**config.mk**
```make
export PLATFORM = sky130hd
export DESIGN_NAME = ddo_ctrl
export DESIGN_NICKNAME = d
export VERILOG_FILES = /design/src/ddo_pkg.sv /design/src/ddo_ctrl.sv
export SDC_FILE = /design/constraint.sdc
export NUM_CORES = 1
export LEC_CHECK = 0
export ABC_AREA = 1
export BUFFER_PORTS_ARGS = -buffer_cell sky130_fd_sc_hd__buf_4
export CORE_AREA = 2 2 39 41
export CTS_CLUSTER_DIAMETER = 150
export DETAILED_ROUTE_END_ITERATION = 7
export DIE_AREA = 0 0 41 43
export PLACE_DENSITY = 0.73
export SLEW_MARGIN = 10
export SYNTH_ARGS = -nofsm -noshare
export SYNTH_HDL_FRONTEND = slang
export SYNTH_SLANG_ARGS = --single-unit
```
**constraint.sdc**
```tcl
create_clock -name clk -period 1.9 [get_ports clk]
set_clock_uncertainty 0.2 [all_clocks]
set_input_delay 0.285 -clock clk [delete_from_list [all_inputs] [get_ports clk]]
set_output_delay 0.285 -clock clk [all_outputs]
set_load 0.1 [all_outputs]
```
**src/ddo_pkg.sv**
```systemverilog
// ddo_pkg: shared constants, step codes, command and status types for the odometry block
// no dependencies; used by every module of the block but ddo_mul, by scoped names
`default_nettype none
package ddo_pkg;

	localparam int TRIG_ITERATIONS = 16;
	localparam int POS_FRAC_BITS   = 16;

	localparam int MUL_W    = 64;
	localparam int DIV_N_W  = 80;
	localparam int DIV_D_W  = 62;
	localparam int DIV_CNT_W = $clog2(DIV_N_W);
	localparam int TRIG_W   = 34;
	localparam int CNT_W    = (TRIG_ITERATIONS > 1) ? $clog2(TRIG_ITERATIONS) : 1;

	localparam logic [5:0]  DIST_SHIFT = 6'(48 - POS_FRAC_BITS);
	localparam logic [5:0]  TRIG_SHIFT = 6'd30;
	localparam logic [63:0] PI_OVER_360_Q40 = 64'd9595049035;
	localparam logic [63:0] INV_PI_Q30      = 64'd341782638;
	localparam logic [TRIG_W-1:0] CORDIC_START = TRIG_W'(652032874);

	localparam logic [1:0] OP_SAMPLE   = 2'd0;
	localparam logic [1:0] OP_SET_POS  = 2'd1;
	localparam logic [1:0] OP_SET_POSE = 2'd2;
	localparam logic [1:0] OP_NONE     = 2'd3;

	localparam logic [1:0] CFG_WHEEL_RADIUS = 2'd0;
	localparam logic [1:0] CFG_HALF_TRACK   = 2'd1;
	localparam logic [1:0] CFG_TURN_LIMIT   = 2'd2;

	localparam logic [3:0] ST_IDLE   = 4'd0;
	localparam logic [3:0] ST_M_SUM  = 4'd1;
	localparam logic [3:0] ST_M_DIST = 4'd2;
	localparam logic [3:0] ST_M_NUM  = 4'd3;
	localparam logic [3:0] ST_DIV_T  = 4'd4;
	localparam logic [3:0] ST_SEL    = 4'd5;
	localparam logic [3:0] ST_COR_H  = 4'd6;
	localparam logic [3:0] ST_DIV_G  = 4'd7;
	localparam logic [3:0] ST_M_G    = 4'd8;
	localparam logic [3:0] ST_M_LEN  = 4'd9;
	localparam logic [3:0] ST_COR_D  = 4'd10;
	localparam logic [3:0] ST_M_X    = 4'd11;
	localparam logic [3:0] ST_M_Y    = 4'd12;
	localparam logic [3:0] ST_FIN    = 4'd13;

	typedef struct packed {
		logic       accept;
		logic       mul_start;
		logic       div_start;
		logic       cor_start;
		logic       capture;
		logic       out_load;
		logic [3:0] step;
	} ddo_cmd_t;

	typedef struct packed {
		logic       mul_done;
		logic       div_done;
		logic       cor_done;
		logic       straight;
		logic [1:0] op;
	} ddo_stat_t;

	function automatic logic [31:0] atan_bam(input logic [4:0] i);
		logic [31:0] v;
		case (i)
			5'd0:  v = 32'h20000000;
			5'd1:  v = 32'h12E4051D;
			5'd2:  v = 32'h09FB385B;
			5'd3:  v = 32'h051111D4;
			5'd4:  v = 32'h028B0D43;
			5'd5:  v = 32'h0145D7E1;
			5'd6:  v = 32'h00A2F61E;
			5'd7:  v = 32'h00517C55;
			5'd8:  v = 32'h0028BE53;
			5'd9:  v = 32'h00145F2E;
			5'd10: v = 32'h000A2F98;
			5'd11: v = 32'h000517CC;
			5'd12: v = 32'h00028BE6;
			5'd13: v = 32'h000145F3;
			5'd14: v = 32'h0000A2F9;
			5'd15: v = 32'h0000517C;
			5'd16: v = 32'h000028BE;
			5'd17: v = 32'h0000145F;
			5'd18: v = 32'h00000A2F;
			5'd19: v = 32'h00000517;
			5'd20: v = 32'h0000028B;
			5'd21: v = 32'h00000145;
			5'd22: v = 32'h000000A2;
			5'd23: v = 32'h00000051;
			5'd24: v = 32'h00000028;
			5'd25: v = 32'h00000014;
			5'd26: v = 32'h0000000A;
			5'd27: v = 32'h00000005;
			5'd28: v = 32'h00000002;
			5'd29: v = 32'h00000001;
			default: v = 32'h00000000;
		endcase
		return v;
	endfunction

endpackage
`default_nettype wire

```
**src/ddo_ctrl.sv**
```systemverilog
// ddo_ctrl: sequencer for the odometry update and the request handshakes
// drives ddo_dp through ddo_pkg::ddo_cmd_t and reads ddo_pkg::ddo_stat_t
`default_nettype none
module ddo_ctrl (
	input  wire logic               clk,
	input  wire logic               arst_n,
	input  wire logic               in_valid,
	output logic                    in_ready,
	output logic                    out_valid,
	input  wire logic               out_ready,
	input  wire ddo_pkg::ddo_stat_t stat,
	output ddo_pkg::ddo_cmd_t       cmd
);
	logic [3:0] state_q, state_d;
	logic       launched_q, out_valid_q;

	always_comb begin
		cmd      = '0;
		cmd.step = state_q;
		state_d  = state_q;
		unique case (state_q) inside
			ddo_pkg::ST_IDLE: begin
				if (in_valid) begin
					cmd.accept = 1'b1;
					state_d = (stat.op == ddo_pkg::OP_SAMPLE) ? ddo_pkg::ST_M_SUM
						: ddo_pkg::ST_FIN;
				end
			end
			ddo_pkg::ST_M_SUM, ddo_pkg::ST_M_DIST, ddo_pkg::ST_M_NUM, ddo_pkg::ST_M_G,
			ddo_pkg::ST_M_LEN, ddo_pkg::ST_M_X, ddo_pkg::ST_M_Y: begin
				cmd.mul_start = !launched_q;
				cmd.capture   = stat.mul_done;
				if (stat.mul_done) begin
					case (state_q)
						ddo_pkg::ST_M_SUM:  state_d = ddo_pkg::ST_M_DIST;
						ddo_pkg::ST_M_DIST: state_d = ddo_pkg::ST_M_NUM;
						ddo_pkg::ST_M_NUM:  state_d = ddo_pkg::ST_DIV_T;
						ddo_pkg::ST_M_G:    state_d = ddo_pkg::ST_M_LEN;
						ddo_pkg::ST_M_LEN:  state_d = ddo_pkg::ST_COR_D;
						ddo_pkg::ST_M_X:    state_d = ddo_pkg::ST_M_Y;
						default:            state_d = ddo_pkg::ST_FIN;
					endcase
				end
			end
			ddo_pkg::ST_DIV_T, ddo_pkg::ST_DIV_G: begin
				cmd.div_start = !launched_q;
				cmd.capture   = stat.div_done;
				if (stat.div_done) begin
					state_d = (state_q == ddo_pkg::ST_DIV_T) ? ddo_pkg::ST_SEL
						: ddo_pkg::ST_M_G;
				end
			end
			ddo_pkg::ST_SEL: begin
				state_d = stat.straight ? ddo_pkg::ST_COR_D : ddo_pkg::ST_COR_H;
			end
			ddo_pkg::ST_COR_H, ddo_pkg::ST_COR_D: begin
				cmd.cor_start = !launched_q;
				cmd.capture   = stat.cor_done;
				if (stat.cor_done) begin
					state_d = (state_q == ddo_pkg::ST_COR_H) ? ddo_pkg::ST_DIV_G
						: ddo_pkg::ST_M_X;
				end
			end
			ddo_pkg::ST_FIN: begin
				if (!out_valid_q || out_ready) begin
					cmd.out_load = 1'b1;
					state_d = ddo_pkg::ST_IDLE;
				end
			end
			default: begin
				state_d = ddo_pkg::ST_IDLE;
			end
		endcase
	end

	always_ff @(posedge clk or negedge arst_n) begin
		if (!arst_n) begin
			state_q     <= ddo_pkg::ST_IDLE;
			launched_q  <= 1'b0;
			out_valid_q <= 1'b0;
		end else begin
			state_q <= state_d;
			if (cmd.capture)
				launched_q <= 1'b0;
			else if (cmd.mul_start || cmd.div_start || cmd.cor_start)
				launched_q <= 1'b1;
			if (cmd.out_load)
				out_valid_q <= 1'b1;
			else if (out_ready)
				out_valid_q <= 1'b0;
		end
	end

	assign in_ready  = (state_q == ddo_pkg::ST_IDLE);
	assign out_valid = out_valid_q;
endmodule
`default_nettype wire

```
-- Word-level counts from Yosys, hierarchy flattened
Cells that the tools add are included.
- multiplexer cells: 23
- reduce and logical (&&, ||, !) cells: 13
- eq/ne operators: 18
- operators with widths (operator ; number):
    $pmux W4 S6 ; 2
    $mux W4 ; 9
    $eq A4 B4 Y1 const B ; 6
    $eq A4 B3 Y1 const B ; 4
    $mux W1 ; 11
    $eq A4 B2 Y1 const B ; 2
    $ne A2 B2 Y1 const B ; 4
    $reduce_or A7 Y1 ; 1
    $reduce_and A5 Y1 ; 1
    $eq A4 B1 Y1 const B ; 1
    $logic_not A4 Y1 ; 1
    $reduce_bool A2 Y1 ; 2
    $reduce_or A2 Y1 ; 2
    $logic_or A1 B1 Y1 ; 3
    $pmux W1 S3 ; 1
    $logic_not A1 Y1 ; 2
    $logic_not A2 Y1 ; 1
    $ne A2 B1 Y1 const B ; 1
- bits in registers: 6
- output and inout port bits: 12
- input bits: 10

-- Logic depth before layout (Yosys ltp)
- depth in word-level cells: 7
- mapped depth: 8
- gate-level depth less buffers: 8

-- Worst setup path before layout
OpenSTA, ideal clock, no wires.
- path kind: register to output
- start point: register state_q[0]
- end point: output cmd[9] (netlist name)
- required time: 1.415 ns
- path slack: -1.775 ns
- stages on the path, launching flop included: 4
- arrival: 3.190 ns
- path through: dfrtp_1 > inv_2 > nand2_4 > nor3_1
- RTL lines (item ; RTL line ; RTL):
    start: declaration ; ddo_ctrl.sv:14 ; logic [3:0] state_q, state_d;
    start signal: assignment ; ddo_ctrl.sv:78 ; state_q <= ddo_pkg::ST_IDLE;
    start signal: assignment ; ddo_ctrl.sv:82 ; state_q <= state_d;
    end: declaration ; ddo_ctrl.sv:12 ; output ddo_pkg::ddo_cmd_t cmd

==> flow_summary.json <==
{
  "tritoncts": "yes",
  "yosys-top-cells-count": "25 x nand2_1, 12 x nor2_1, 11 x inv_1",
  "setup_ws_ns": -0.2032,
  "maxCapViolCount": 0,
  "drc_errors": 0,
  "synthAdderAreaFrac": 0,
  "ys_warn_count": 0,
  "dpl.cell_count": 132,
  "synth.cell_area_um2": 594.3,
  "die_h_um": 43,
  "ant_nets": 0,
  "start_util": 0.4295,
  "fin_crit_ns": 2.103,
  "grt_first_pass_wirelength_mm": 3.105,
  "vias": 735,
  "num_antenna_cells": 0,
  "rsz0062_at_grt": "true",
  "tns_ns": -0.5523,
  "critPathMaxFanout": 7,
  "gp_congestion": 0.8310,
  "cts_made_buffers": 3,
  "arrival_ns": 1.62,
  "synth.area.top_cells": "dfrtp_1 25%, nand2_1 16%, nor2_1 7.6%",
  "die_area_mm2": 0.001763,
  "required_ns": 1.41,
  "drive_above_1_share": 0.5736,
  "ys_ff_latch": 6,
  "synth_top_area_share": 0.2526,
  "yosysMostFrequentCell": "nand2_1",
  "fillers": 95,
  "crit_path_start_kind": "register",
  "die_x_um": 41,
  "grt_pass1_vias": 734,
  "firstDrtPassIters": 3,
  "cp-end-kind": "output port",
  "slew_viol_final": 0,
  "ys_seq_area_frac": 0.2526,
  "dp_hpwl_mm": 1.441,
  "yosysUniqueCellTypes": 18,
  "synth-edff-count": 0,
  "grt_start_max_net_pins": 8,
  "core-area_mm2": 0.001384,
  "multi_input_area_um2": 475.5,
  "pre_cts_ws_ns": 0.01472,
  "cts.clk_slew.worst_paths_ns": 0.05,
  "wirelength_mm": 1.935,
  "grt_antenna_before_repair": 0,
  "grtUsageTotal": 0.2627,
  "setup_violations": 6,
  "slew_headroom": 0.7987,
  "cts_sinks": 6,
  "root_buffer": "clkbuf_4",
  "synth_xor_area_frac": 0,
  "finalHoldViolCount": 0,
  "postSynthCellCount": 90,
  "path_class": "reg -> out",
  "grt_overflow": 0,
  "synthesis.nets": 100,
  "yosysTopAreaCell": "dfrtp_1",
  "synth_mux_area_frac": 0,
  "io_pins": 22,
  "max_slew.worst_pin.slew_ns": 0.3020,
  "yosys.area_share.simple": 0.6105,
  "wl_per_cell_um": 13.34,
  "synth_compound_area_frac": 0.05474,
  "synth_top_family_by_area": "simple AND/OR/NAND/NOR gates",
  "synth_ff_type": "dfrtp_1",
  "status": "complete, but fails checks",
  "io_buffers": 21,
  "period_share": 1.107,
  "insertion_delay_ns": 0.24,
  "async_reset_ff_frac": 1.000,
  "max_freq_ghz": 0.4755,
  "hold_class": "in -> reg",
  "htree_levels": 1,
  "violations": "setup timing",
  "viasPerCell": 5.069,
  "clockBufferDepth": 2,
  "drt_iter0_markers": 9,
  "layout.area.seq_um2": 166.4,
  "layout.cells.non_filler": 145,
  "nets": 140,
  "rows": 14,
  "avgSynthCellArea_um2": 6.604,
  "syn2layout_area_growth_pct": 82.74
}
path summary, 6_finish.rpt:
kind / from / endpoint / slack (ns) / cells past startpoint
max in group asynchronous: arst_n / state_q[3] / 1.19 / 2
min: out_ready / out_valid / 0.04 / 2
min in group asynchronous: arst_n / state_q[0] / 0.18 / 2
min reg2reg: out_valid / out_valid / 0.39 / 2
max: state_q[0] / cmd[5] / -0.20 / 6
max reg2reg: state_q[2] / state_q[2] / 0.17 / 9
kinds of logic (layout without fill, tap and decap cells):
logic type | Yosys count | in the layout
simple gates | 65 | 65
compound gates | 6 | 6
buf+inv | 13 | 52
flops | 6 | 6
layer usage:
metal	global-route usage	routed length, um	vias up
li1	-	-	369
met1	0.3056	776	351
met2	0.4438	1103	13
met3	0.03665	39	2
met4	0.1200	16	0
met5	0	0	-
cells in the final DEF, fill, tap and decap left out, drive strengths merged:
cell type     n
a21oi         2
o211ai        1
dlygate4sd3   1
nor2         15
nand4         5
buf          34
clkbuf        4
nand3        11
o21ai         3
or2           1
nand2        31
dfrtp         6
inv          13
nor3          2
critical path, cell delays in order (launching register included):
cell      delay (ns)
dfrtp_4         0.53
inv_4           0.10
nand2_4         0.07
nand2_4         0.07
nand2_4         0.05
o211ai_1        0.27
buf_6           0.27
registers in the layout (all words and copies together) (netlist names):
register and flops:
state_q 4, launched_q 1, out_valid 1
timing repair:
item,CTS,global route
setup buffers,6,2
endpoints found under the setup margin,6,7
pin swaps,4,7
endpoints found under the hold margin,6,0
resized for setup,21,7
hold buffers,1,0
cell type report:
cell class | instances | share of cell area
tap | 16 | 0.01843
multi-input combinational | 71 | 0.4378
sequential | 6 | 0.1532
timing repair buffer | 35 | 0.3168
clock buffer | 4 | 0.02419
inverter | 13 | 0.04954
metrics by stage:
step / hold slack, ns / instance area [um^2] / utilization
finish: 0.04370 / 1086 / 0.7848
CTS: 0.04159 / 1045 / 0.7550
global route: 0.06020 / 1086 / 0.7848
detailed placement: -0.1061 / 874.6 / 0.6320
floorplan: -0.2106 / 659.4 / -
global placement: -0.1063 / 874.6 / 0.6320
Power is left out: the tool's default activity adds up to more than one toggle a clock period on the data nets, which glitch-free logic cannot reach.
